**src/design/icg_pkg.sv**
```systemverilog
// ----------------------------------------------------------------------------
// icg_pkg
// Shared definitions for the idle C-state governor: field widths, timer masks,
// idle level codes, configuration register indexes, reset values and pass_t.
// ----------------------------------------------------------------------------
package icg_pkg;

    // Field widths
    localparam int unsigned TICK_W    = 32;
    localparam int unsigned LEVEL_W   = 2;
    localparam int unsigned CFG_IDX_W = 3;
    localparam int unsigned CFG_DATA_W = 32;

    // Stream payload widths (packed fields rounded up to whole bytes)
    localparam int unsigned IN_FIELDS_W  = 2 + 2 * TICK_W;
    localparam int unsigned IN_DATA_W    = ((IN_FIELDS_W + 7) / 8) * 8;
    localparam int unsigned OUT_FIELDS_W = LEVEL_W + 4 + 4 * TICK_W;
    localparam int unsigned OUT_DATA_W   = ((OUT_FIELDS_W + 7) / 8) * 8;

    // Power timer
    localparam int unsigned         TMR_NARROW_BITS = 24;
    localparam logic [TICK_W-1:0]   TMR_MASK_24     = 32'h00FF_FFFF;
    localparam logic [TICK_W-1:0]   TMR_MASK_32     = 32'hFFFF_FFFF;

    // Idle level codes
    localparam logic [LEVEL_W-1:0] LVL_C1 = 2'd1;
    localparam logic [LEVEL_W-1:0] LVL_C2 = 2'd2;
    localparam logic [LEVEL_W-1:0] LVL_C3 = 2'd3;

    // Configuration register indexes
    localparam logic [CFG_IDX_W-1:0] REG_TIMER_WIDE      = 3'd0;
    localparam logic [CFG_IDX_W-1:0] REG_MAX_LEVEL       = 3'd1;
    localparam logic [CFG_IDX_W-1:0] REG_C2_EXIT_TICKS   = 3'd2;
    localparam logic [CFG_IDX_W-1:0] REG_C2_ENTER_TICKS  = 3'd3;
    localparam logic [CFG_IDX_W-1:0] REG_C3_EXIT_TICKS   = 3'd4;
    localparam logic [CFG_IDX_W-1:0] REG_C3_ENTER_TICKS  = 3'd5;
    localparam logic [CFG_IDX_W-1:0] REG_ARBITER_PRESENT = 3'd6;

    // Configuration reset values
    localparam logic [LEVEL_W-1:0] MAX_LEVEL_RST = LVL_C1;
    localparam logic [TICK_W-1:0]  TICKS_RST     = TMR_MASK_32;

    // One idle pass as held in the input register
    typedef struct packed {
        logic              resched_pending;
        logic              bm_active;
        logic [TICK_W-1:0] start_time;
        logic [TICK_W-1:0] end_time;
    } pass_t;

endpackage

```
**src/design/idle_cstate_governor_unit.sv**
```systemverilog
// Path: an accepted input transaction passes through the input register, then
// the result register, to the master side.
// Throughput: one transaction per cycle while the master side takes results; the
// level and entry counters are updated in the single pass between the two registers.
// Reset (aresetn low, synchronous): level returns to C1, counters clear,
// configuration registers take their reset values, both stages empty.
// ----------------------------------------------------------------------------
// idle_cstate_governor_unit
// Idle-depth governor: measures residency per idle pass, promotes or demotes
// the idle level, counts entries per level and flags bus-master handling.
// ----------------------------------------------------------------------------
module idle_cstate_governor_unit
    import icg_pkg::*;
(
    input  logic                  aclk,
    input  logic                  aresetn,

    // Configuration write port
    input  logic                  cfg_wr_en,
    input  logic [CFG_IDX_W-1:0]  cfg_index,
    input  logic [CFG_DATA_W-1:0] cfg_wdata,

    // Idle pass input
    input  logic                  s_tvalid,
    output logic                  s_tready,
    // [0] resched_pending, [1] bm_active, [33:2] start_time, [65:34] end_time
    input  logic [IN_DATA_W-1:0]  s_tdata,

    // Governor result
    output logic                  m_tvalid,
    input  logic                  m_tready,
    // [1:0] next_level, [2] exit_idle, [3] clear_bm_status, [4] bm_wakes,
    // [5] park_arbiter, [37:6] residency, [69:38] c1_total,
    // [101:70] c2_total, [133:102] c3_total
    output logic [OUT_DATA_W-1:0] m_tdata
);

    // Configuration registers
    logic              timer_wide_reg;
    logic [LEVEL_W-1:0] max_level_reg;
    logic [TICK_W-1:0] c2_exit_ticks_reg;
    logic [TICK_W-1:0] c2_enter_ticks_reg;
    logic [TICK_W-1:0] c3_exit_ticks_reg;
    logic [TICK_W-1:0] c3_enter_ticks_reg;
    logic              arbiter_present_reg;

    // Governor state
    logic [LEVEL_W-1:0] level_reg,      level_next;
    logic [TICK_W-1:0]  c1_entries_reg, c1_entries_next;
    logic [TICK_W-1:0]  c2_entries_reg, c2_entries_next;
    logic [TICK_W-1:0]  c3_entries_reg, c3_entries_next;

    // Pipeline
    logic                    in_valid_reg;
    pass_t                   in_pass_reg;
    logic                    out_valid_reg;
    logic [OUT_DATA_W-1:0]   out_data_reg, out_data_next;
    logic                    advance;

    // Pass evaluation
    logic [LEVEL_W-1:0] eff_level;
    logic [TICK_W-1:0]  tick_mask;
    logic [TICK_W-1:0]  ticks_diff;
    logic [TICK_W-1:0]  residency;
    logic               exit_idle;
    logic               clear_bm;
    logic               park;
    logic               bm_wakes;

    // Handshake: stage 1 moves on when the result register is free or being taken
    assign advance  = in_valid_reg && (!out_valid_reg || m_tready);
    assign s_tready = !in_valid_reg || advance;
    assign m_tvalid = out_valid_reg;
    assign m_tdata  = out_data_reg;

    // Configuration writes
    always_ff @(posedge aclk) begin
        if (!aresetn) begin
            timer_wide_reg      <= 1'b0;
            max_level_reg       <= MAX_LEVEL_RST;
            c2_exit_ticks_reg   <= TICKS_RST;
            c2_enter_ticks_reg  <= TICKS_RST;
            c3_exit_ticks_reg   <= TICKS_RST;
            c3_enter_ticks_reg  <= TICKS_RST;
            arbiter_present_reg <= 1'b0;
        end else if (cfg_wr_en) begin
            case (cfg_index)
                REG_TIMER_WIDE:      timer_wide_reg      <= cfg_wdata[0];
                REG_MAX_LEVEL:       max_level_reg       <= cfg_wdata[LEVEL_W-1:0];
                REG_C2_EXIT_TICKS:   c2_exit_ticks_reg   <= cfg_wdata[TICK_W-1:0];
                REG_C2_ENTER_TICKS:  c2_enter_ticks_reg  <= cfg_wdata[TICK_W-1:0];
                REG_C3_EXIT_TICKS:   c3_exit_ticks_reg   <= cfg_wdata[TICK_W-1:0];
                REG_C3_ENTER_TICKS:  c3_enter_ticks_reg  <= cfg_wdata[TICK_W-1:0];
                REG_ARBITER_PRESENT: arbiter_present_reg <= cfg_wdata[0];
                default: ;
            endcase
        end
    end

    // Capture the input transaction
    always_ff @(posedge aclk) begin
        if (!aresetn) begin
            in_valid_reg <= 1'b0;
        end else if (s_tready) begin
            in_valid_reg <= s_tvalid;
        end
    end

    always_ff @(posedge aclk) begin
        if (s_tready && s_tvalid) begin
            in_pass_reg.resched_pending <= s_tdata[0];
            in_pass_reg.bm_active       <= s_tdata[1];
            in_pass_reg.start_time      <= s_tdata[TICK_W+1:2];
            in_pass_reg.end_time        <= s_tdata[2*TICK_W+1:TICK_W+2];
        end
    end

    // Clamp the stored level by the deepest allowed level
    always_comb begin
        if (level_reg <= LVL_C1 || max_level_reg < LVL_C2) begin
            eff_level = LVL_C1;
        end else if (level_reg == LVL_C2 || max_level_reg < LVL_C3) begin
            eff_level = LVL_C2;
        end else begin
            eff_level = LVL_C3;
        end
    end

    // Residency with wrap at the timer width
    assign tick_mask  = timer_wide_reg ? TMR_MASK_32 : TMR_MASK_24;
    assign ticks_diff = (in_pass_reg.end_time - in_pass_reg.start_time) & tick_mask;
    assign bm_wakes   = (eff_level != LVL_C1);

    // Promote, demote and count
    always_comb begin
        level_next      = eff_level;
        c1_entries_next = c1_entries_reg;
        c2_entries_next = c2_entries_reg;
        c3_entries_next = c3_entries_reg;
        exit_idle       = 1'b0;
        clear_bm        = 1'b0;
        park            = 1'b0;
        residency       = '0;
        if (in_pass_reg.resched_pending) begin
            exit_idle = 1'b1;
        end else if (eff_level == LVL_C1) begin
            c1_entries_next = c1_entries_reg + 1'b1;
            residency       = ticks_diff;
            if (ticks_diff > c2_enter_ticks_reg && max_level_reg >= LVL_C2) begin
                level_next = LVL_C2;
            end
        end else if (eff_level == LVL_C2) begin
            c2_entries_next = c2_entries_reg + 1'b1;
            residency       = ticks_diff;
            if (ticks_diff < c2_exit_ticks_reg) begin
                level_next = LVL_C1;
            end else if (in_pass_reg.bm_active) begin
                clear_bm = 1'b1;
            end else if (ticks_diff > c3_enter_ticks_reg && max_level_reg >= LVL_C3) begin
                level_next = LVL_C3;
            end
        end else if (in_pass_reg.bm_active) begin
            // bus-master activity: skip the C3 sleep
            level_next = LVL_C2;
        end else begin
            c3_entries_next = c3_entries_reg + 1'b1;
            park            = arbiter_present_reg;
            residency       = ticks_diff;
            if (ticks_diff < c3_exit_ticks_reg) begin
                level_next = LVL_C1;
            end
        end
    end

    // Pack the result transaction
    always_comb begin
        out_data_next = '0;
        out_data_next[LEVEL_W-1:0]        = level_next;
        out_data_next[2]                  = exit_idle;
        out_data_next[3]                  = clear_bm;
        out_data_next[4]                  = bm_wakes;
        out_data_next[5]                  = park;
        out_data_next[TICK_W+5:6]         = residency;
        out_data_next[2*TICK_W+5:TICK_W+6]   = c1_entries_next;
        out_data_next[3*TICK_W+5:2*TICK_W+6] = c2_entries_next;
        out_data_next[4*TICK_W+5:3*TICK_W+6] = c3_entries_next;
    end

    // Update state as each pass moves into the result register
    always_ff @(posedge aclk) begin
        if (!aresetn) begin
            level_reg      <= LVL_C1;
            c1_entries_reg <= '0;
            c2_entries_reg <= '0;
            c3_entries_reg <= '0;
        end else if (advance) begin
            level_reg      <= level_next;
            c1_entries_reg <= c1_entries_next;
            c2_entries_reg <= c2_entries_next;
            c3_entries_reg <= c3_entries_next;
        end
    end

    // Hold the result until the master side takes it
    always_ff @(posedge aclk) begin
        if (!aresetn) begin
            out_valid_reg <= 1'b0;
        end else if (advance) begin
            out_valid_reg <= 1'b1;
        end else if (m_tready) begin
            out_valid_reg <= 1'b0;
        end
    end

    always_ff @(posedge aclk) begin
        if (advance) begin
            out_data_reg <= out_data_next;
        end
    end

endmodule

```
**config.mk**
```make
export PLATFORM = sky130hd
export DESIGN_NAME = idle_cstate_governor_unit
export DESIGN_NICKNAME = d
export VERILOG_FILES = /design/src/design/icg_pkg.sv /design/src/design/idle_cstate_governor_unit.sv
export SDC_FILE = /design/constraint.sdc
export NUM_CORES = 1
export LEC_CHECK = 0
export ABC_AREA = 1
export BUFFER_PORTS_ARGS = -buffer_cell sky130_fd_sc_hd__buf_2
export CORE_MARGIN = 1
export CORE_UTILIZATION = 49
export CTS_BUF_LIST = sky130_fd_sc_hd__clkbuf_4 sky130_fd_sc_hd__clkbuf_8 sky130_fd_sc_hd__clkbuf_16
export CTS_CLUSTER_SIZE = 20
export DETAILED_ROUTE_END_ITERATION = 10
export PLACE_DENSITY_LB_ADDON = 0.3
export RECOVER_POWER = 25
export SKIP_CTS_REPAIR_TIMING = 1
export SLEW_MARGIN = 40
export SYNTH_ARGS = -nofsm -noshare
export SYNTH_HDL_FRONTEND = slang
export SYNTH_SLANG_ARGS = --single-unit
export TNS_END_PERCENT = 50
```
**constraint.sdc**
```tcl
create_clock -name aclk -period 12.7 [get_ports aclk]
set_clock_uncertainty 0.2 [all_clocks]
set_input_delay 2.54 -clock aclk [delete_from_list [all_inputs] [get_ports aclk]]
set_output_delay 2.54 -clock aclk [all_outputs]
set_load 0.03 [all_outputs]
```
==> summary.txt, run 1 <==
Placed design
  • DP HPWL: 38,600 um
  • Routability cong.: roughly 1.0
  • IO buf count: 241
  • Pre-CTS WS: ~7000 ps

Critical path
  • Crit. Startpoint: m_tready
  • CP Launch Type: input port
  • R2r worst-path depth: 20
  • Worst Setup End Kind: primary output
  • Reg-to-reg critical path startpoint: in_pass_reg[2]
  • Setup CP Type: input port to primary output
  • Critical path data required time: 9960 ps
  • Maximum fanout along the worst path: 3
  • Reg2reg end: m_tdata[1]
  • CP endpoint: s_tready
  • CP arrival: ~3000 ps
  • R2R Setup Slk: 7850 ps

Timing
  • Tmin final: ~5700 ps
  • Worst rel slew slack: -0.187
  • FMAX: 174 MHz
  • RSZ-0062 raised after global routing: false
  • Tcrit/Tclk final: 0.451
  • Worst setup margin: ~7000 ps
  • Final Max Tran Viols: 33
  • Hold Vio Cnt, Final: 0
  • Setup violations, final: 0
  • TNS Setup: 0 ps
  • Tightest Pin Transition: 1780 ps

Floorplanning
  • Top Ports: between 200 and 300
  • Core Rows: between 70 and 80
  • Die Span Y: 214 um
  • Die ar.: 45,700 um2
  • Core ar.: around 44,000 um2
  • Die W: between 200 and 250 um
  • Starting density of the core: 0.497

Clock network
  • Worst-path clk slew: approximately 60 ps
  • Clock latency on the worst-skew pair: around 600 ps
  • Clock sinks: roughly 430
  • CTS H-tree depth: 2
  • Root buffer cell: clkbuf_16
  • Max clock buf depth: 3
  • CTS tree: yes
  • Num CTS Buffers: 48

GRT
  • Total gr overflow: 0
  • Largest net degree at the start of global routing: between 100 and 150
  • Antenna violations before repair: 13
  • Vias in the first global route: about 17,000
  • GRT Total Usage: 0.236
  • First-pass GRT wire length: between 80,000 and 90,000 um

Detailed routing
  • Post-route ant nets: 0
  • Vias: between 15,000 and 20,000
  • # DRC: 0
  • First DRT Iteration DRCs: between 1,000 and 1,500
  • TritonRoute pass-1 iters: 7
  • Drt wl/cell: around 16 um
  • DRT Wirelength: 53,800 um
  • Drt via density: about 5.2

Logic synthesis
  • Yosys warns: 0
  • #FFs+latches synth: about 430
  • Post-synth EDFFs: 200
  • Ys async rst share: 0
  • Leading register cell type out of synthesis: dfxtp_1
  • Synth Instances: around 2,500
  • Post-synth cell types: 50
  • Syn_area_per_cell: 8.70 um2
  • Mapped cell area: ~22,000 um2
  • Seq/Total Area, Yosys: 0.485

Cells and area
  • Filler cells: ~4,000
  • Commonest non-fill, non-tap cell in the layout: inv_1
  • Register Area: roughly 11,000 um2
  • Multi-input gate area: slightly above 9000 um2
  • Final Util: 0.571
  • Layout area overhead: 14.8%
  • Most frequent cells in the layout: inv_1 (440), nand2_1 (394), buf_2 (239)
  • Largest register FFs: approximately 130
  • Final nets: 3,022
  • Fraction of layout instances using a drive strength above 1: 0.129

Pwr
  • Seq pwr share: 0.449
  • Cell Pwr Density: approximately 140 nW/um2
  • Comb power frac: 0.143
  • Clock network power share: 0.408
  • NetSw: between 0.0009 and 0.001 W
  • Cell Int Power: roughly 0.0026 W
  • Leak Pwr: about 12 nW
  • Sw Share: 0.274
  • Peak VDD IR: ~0.00012 V

Worst hold path
  • Worst hold start: max_level_reg[0]
  • Min-Delay Path Class: flop to flop

Outcome
  • Violated checks: capacitance limit, slew limit
  • Status: finished with violations

Job
  • Max cap viols: 1
==> metrics by stage <==
stage	hold WS, ps	area [um2]	cells	power (W)
floorplan	229	22000	2526	0.00195
global placement	241	23700	3290	0.00209
detailed placement	255	23800	3291	0.00211
CTS	270	25400	3381	0.00354
global route	299	25200	3384	0.00367
finish	268	25200	3390	0.00351
==> power by group through the flow <==
stage	clock [W]	combinational, W	sequential (W)
after floorplan	0	0.000302	0.00165
after global placement	0	0.000484	0.00160
after detailed placement	0	0.000500	0.00161
after CTS	0.00146	0.000504	0.00158
after global routing	0.00152	0.000567	0.00158
final	0.00143	0.000503	0.00158
==> cells by family (layout without fill, tap and decap cells) <==
family | count (synthesis) | after routing | synth area share
adder cells (fa/ha/maj) | 161 | 161 | 0.0920
AO/OA/AOI/OAI | 513 | 513 | 0.132
other | 1 | 11 | 0.000171
XOR/XNOR | 104 | 104 | 0.0414
flip-flops | 432 | 432 | 0.485
AND/OR/NAND/NOR | 787 | 787 | 0.159
buffers and inverters | 527 | 790 | 0.0910
==> how the worst min path moves through the flow <==
stage / to / slack (ps) / cells after the start
after global routing: c3_exit_ticks_reg[0] / 300 / 2
after detailed placement: max_level_reg[0] / 250 / 2
after CTS: max_level_reg[0] / 270 / 2
after global placement: max_level_reg[0] / 240 / 2
final: max_level_reg[0] / 270 / 2
after floorplan: max_level_reg[0] / 230 / 2
==> cell usage after synthesis (69+ instances only) <==
cell type  number  area, um2
a21oi_1       211       1060
o21ai_0       150        751
edfxtp_1      200       6010
nand3_1        69        345
nor2_1        180        676
xor2_1         87        762
clkbuf_1       71        267
nand2_1       391       1470
o211ai_1       94        706
dfxtp_1       232       4640
ha_1          160       2000
inv_1         442       1660
==> layout make-up <==
class | instances | share of cell area
Inverter | 449 | 0.0673
Multi-Input combinational cell | 1567 | 0.364
Tap cell | 592 | 0.0294
Clock buffer | 64 | 0.0538
Antenna cell | 9 | 0.000893
Sequential cell | 432 | 0.422
Timing Repair Buffer | 251 | 0.0515
Clock inverter | 26 | 0.0107
==> critical path: stages <==
cell and delay, ps:
buf_2 90, inv_1 50, nand3_1 100, buf_2 200
==> per-layer routing <==
layer  part of all wire  track usage
met1               0.44        0.302
met2               0.47        0.396
met3              0.061       0.0401
met4              0.031       0.0953
met5            0.00085            0
Note: power is estimated with default switching activity, not from simulation.
==> run 2, diff against run 1 <==
- clock period: 12.7 -> 5.3 ns (I/O delays scaled with it)
==> summary.txt, run 2 (synthesis gave the netlist of run 1 again) <==
Pwr
  • Sw Share: 0.274
  • Clock network power share: 0.412
  • Leak Pwr: approximately 12 nW
  • Cell Pwr Density: 335 nW/um2
  • NetSw: between 0.002 and 0.0025 W
  • Cell Int Power: 0.00617 W
  • Peak VDD IR: about 0.00024 V
  • Comb power frac: 0.143
  • Seq pwr share: 0.445

Placed design
  • Pre-CTS WS: 722 ps
  • IO buf count: 241
  • Routability cong.: around 1.1
  • DP HPWL: approximately 40,000 um

Detailed routing
  • TritonRoute pass-1 iters: 5
  • Drt wl/cell: roughly 16 um
  • DRT Wirelength: roughly 54,000 um
  • Drt via density: 5.21
  • Vias: 17,700
  • # DRC: 0
  • First DRT Iteration DRCs: between 1,000 and 1,500
  • Post-route ant nets: 0

Cells and area
  • Layout area overhead: 15.6%
  • Final nets: 3,027
  • Fraction of layout instances using a drive strength above 1: 0.133
  • Commonest non-fill, non-tap cell in the layout: inv_1
  • Most frequent cells in the layout: inv_1 (440), nand2_1 (393), buf_2 (238)
  • Filler cells: 3,913
  • Largest register FFs: 134

Clock network
  • Clock sinks: around 430
  • Num CTS Buffers: 47
  • Worst-path clk slew: roughly 60 ps
  • Clock latency on the worst-skew pair: 580 ps
  • CTS tree: yes
  • Root buffer cell: clkbuf_16
  • CTS H-tree depth: 2
  • Max clock buf depth: 3

Timing
  • Tightest Pin Transition: approximately 3900 ps
  • Worst setup margin: approximately 600 ps
  • Tcrit/Tclk final: 0.886
  • Hold Vio Cnt, Final: 0
  • Setup violations, final: 0
  • Final Max Tran Viols: about 210
  • TNS Setup: 0 ps
  • FMAX: about 210 MHz
  • Tmin final: between 4000 and 5000 ps
  • Worst rel slew slack: -1.60
  • Hold_ws: between 200 and 300 ps
  • RSZ-0062 raised after global routing: false

Critical path
  • CP Launch Type: input port
  • CP arrival: 4980 ps
  • Setup CP Type: input port to flop
  • Worst Setup End Kind: flop
  • Maximum fanout along the worst path: about 80
  • Critical path data required time: 5580 ps

Floorplanning
  • Top Ports: 250
  • Starting density of the core: 0.497
  • Core Rows: 77
  • Die Span Y: 214 um
  • Die W: roughly 210 um
  • Core ar.: approximately 44,000 um2
  • Die ar.: about 46,000 um2

GRT
  • Vias in the first global route: 17,200
  • GRT Total Usage: 0.239
  • Antenna violations before repair: 11
  • Total gr overflow: 0
  • Largest net degree at the start of global routing: 109
  • First-pass GRT wire length: between 80,000 and 90,000 um

Worst hold path
  • Min-Delay Path Class: flop to flop

Outcome
  • Status: finished with violations
  • Violated checks: capacitance limit, slew limit

Job
  • Max cap viols: 3
## run 2: cell count changes in the layout (fill, tap and decap cells not counted), moves of 4 or more
cell      before  now
nor2_2         1   11
nor2_1       195  184
clkinv_2      13    7
clkbuf_4      12    5
clkinv_1       3    7
## run 2: power by group through the flow
stage / combinational, W / clock (W) / sequential, W
floorplan: 0.000724 / 0 / 0.00395
global placement: 0.00117 / 0 / 0.00384
detailed placement: 0.00121 / 0 / 0.00385
CTS: 0.00122 / 0.00357 / 0.00378
global route: 0.00137 / 0.00368 / 0.00380
finish: 0.00122 / 0.00350 / 0.00378
## run 2: layout make-up
| class | count | area [um2] | share of cell area |
|---|---|---|---|
| Clock inverter | 30 | 325 | 0.0128 |
| Timing Repair Buffer | 257 | 1380 | 0.0541 |
| Clock buffer | 57 | 1340 | 0.0527 |
| Sequential cell | 432 | 10700 | 0.419 |
| Tap cell | 592 | 741 | 0.0292 |
| Multi-Input combinational cell | 1567 | 9260 | 0.364 |
| Antenna cell | 6 | 15.0 | 0.000591 |
| Inverter | 449 | 1700 | 0.0669 |
## run 2: routing by layer
metal	part of all wire	vias up	global-route usage
met5	0.0012	-	0
met4	0.031	10	0.0921
met3	0.058	121	0.0379
met2	0.48	485	0.413
met1	0.43	8184	0.300
li1	-	8860	-
## run 2: final timing paths
| kind | slack [ps] | to | depth (start not counted) | startpoint |
|---|---|---|---|---|
| max | 600 | c1_entries_reg[30] | 4 | aresetn |
| min | 260 | max_level_reg[0] | 2 | max_level_reg[0] |
| max reg2reg | 670 | m_tdata[1] | 19 | in_pass_reg[8] |
| min reg2reg | 260 | max_level_reg[0] | 2 | max_level_reg[0] |
## run 2: worst max-delay path, stage by stage
cell and delay, ps:
buf_4 470, clkbuf_1 2700, o21ai_0 440, a21oi_1 280
## run 2: metrics by stage
stage,util,instance area (um2),total power [W],instances
after floorplan,-,22000,0.00467,2526
after global placement,0.538,23800,0.00501,3293
after detailed placement,0.539,23900,0.00506,3297
after CTS,0.577,25500,0.00857,3384
after global routing,0.574,25400,0.00885,3385
final,0.574,25400,0.00850,3390
==> run 3, diff against run 2 <==
- clock period: 5.3 -> 4.1 ns (I/O delays scaled with it)
==> summary.txt, run 3 (synthesis gave the netlist of run 1 again) <==
Detailed routing
  • Vias: about 18,000
  • First DRT Iteration DRCs: ~850
  • DRT Wirelength: ~55,000 um
  • Post-route ant nets: 0
  • # DRC: 0
  • Drt wl/cell: around 16 um
  • Drt via density: about 5.2
  • TritonRoute pass-1 iters: 6

Cells and area
  • Largest register FFs: about 130
  • Layout area overhead: 18.1%
  • Commonest non-fill, non-tap cell in the layout: inv_1
  • Final nets: between 3,000 and 4,000
  • Post-route cell area: between 20,000 and 30,000 um2
  • Fraction of layout instances using a drive strength above 1: 0.168
  • Most frequent cells in the layout: inv_1 (436), nand2_1 (390), dfxtp_1 (232)
  • Final Non-Filler Cells: 3,452

Critical path
  • CP arrival: 4050 ps
  • Reg-to-reg critical path startpoint: in_pass_reg[0]
  • Reg2reg end: m_tdata[1]
  • R2r worst-path depth: 27
  • Highest cell delay on the worst timing path: about 400 ps
  • R2R Setup Slk: 200 ps
  • Maximum fanout along the worst path: 3
  • Setup CP Type: flop to flop
  • Max stage delay cell, worst path: fa_2
  • Worst path buffer plus inverter count: 6
  • CP Launch Type: flop
  • Critical path data required time: approximately 4300 ps
  • Worst Setup End Kind: flop
  • CP top delay family: simple AND/OR/NAND/NOR gates
  • Most Frequent Cell on Critical Path: nand2_1

Clock network
  • Root buffer cell: clkbuf_16
  • Clock latency on the worst-skew pair: 600 ps
  • Max clock buf depth: 3
  • Worst-path clk slew: 60 ps
  • Clock sinks: about 430
  • Num CTS Buffers: 48
  • CTS H-tree depth: 2
  • CTS tree: yes

Floorplanning
  • Core Rows: 77
  • Top Ports: 250
  • Die ar.: about 46,000 um2
  • Die Span Y: between 200 and 250 um
  • Core ar.: around 44,000 um2
  • Starting density of the core: 0.497
  • Die W: roughly 210 um

Timing
  • FMAX: approximately 260 MHz
  • Worst rel slew slack: -0.424
  • Hold_ws: a little over 200 ps
  • Tmin final: 3900 ps
  • Hold Vio Cnt, Final: 0
  • Setup violations, final: 0
  • Worst setup margin: approximately 200 ps
  • Tcrit/Tclk final: 0.950
  • Final Max Tran Viols: 100
  • Tightest Pin Transition: between 2000 and 2500 ps
  • TNS Setup: 0 ps

Outcome
  • Violated checks: capacitance limit, slew limit
  • Status: finished with violations

GRT
  • Vias in the first global route: ~17,000
  • Total gr overflow: 0
  • Antenna violations before repair: 14
  • Largest net degree at the start of global routing: 100
  • First-pass GRT wire length: about 86,000 um
  • GRT Total Usage: 0.240

Worst hold path
  • Worst hold start: s_tdata[0]
  • Hold depth: 1
  • Hold EP: in_pass_reg[65]
  • Min-Delay Path Class: input port to flop

Pwr
  • Cell Pwr Density: 419 nW/um2
  • Peak VDD IR: roughly 0.00032 V
  • Leak Pwr: 12.6 nW

Placed design
  • Pre-CTS WS: -61.3 ps
  • Cell Area, Placed: around 24,000 um2
  • Routability cong.: 0.980
  • IO buf count: roughly 240
  • DP Cell Count: ~3,300
  • DP HPWL: a little under 40,000 um

Job
  • Max cap viols: 1
run 3: through the flow:
stage                     utilization  power, W
after floorplan                     -   0.00604
after global placement          0.547   0.00656
after detailed placement        0.547   0.00661
after CTS                       0.582    0.0109
after global routing            0.587    0.0114
final                           0.587    0.0109
run 3: power breakdown:
| part | total (W) | internal [W] | switching, W |
|---|---|---|---|
| sequential | 0.00489 | 0.00477 | 0.000118 |
| clock | 0.00427 | 0.00248 | 0.00179 |
| combinational | 0.00171 | 0.000582 | 0.00113 |
run 3: how the worst max path moves through the flow:
stage	slack, ps	start	depth (start not counted)	end
after global placement	-10	in_pass_reg[0]	24	m_tdata[1]
after global routing	-40	in_pass_reg[0]	26	m_tdata[0]
after floorplan	220	m_tready	6	m_tdata[0]
after CTS	-90	in_pass_reg[0]	22	m_tdata[1]
final	200	in_pass_reg[0]	27	m_tdata[1]
after detailed placement	-60	in_pass_reg[0]	22	m_tdata[1]
run 3: area by class of cell:
| class | instances | area, um2 |
|---|---|---|
| diodes | 9 | 22.5 |
| clock buffers | 64 | 1320 |
| clock inverters | 26 | 243 |
| fillers | 3845 | 18300 |
| inverters | 449 | 1700 |
| multi-input cells | 1567 | 9530 |
| flip-flops and latches | 432 | 10700 |
| well taps | 592 | 741 |
| repair buffers | 313 | 1760 |
run 3: per-layer routing:
layer / GRT usage / vias to the layer above / share of wire
met5: 0 / - / 0.00077
met4: 0.102 / 8 / 0.035
met3: 0.0508 / 126 / 0.065
met2: 0.399 / 505 / 0.47
met1: 0.301 / 8285 / 0.43
li1: - / 8982 / -
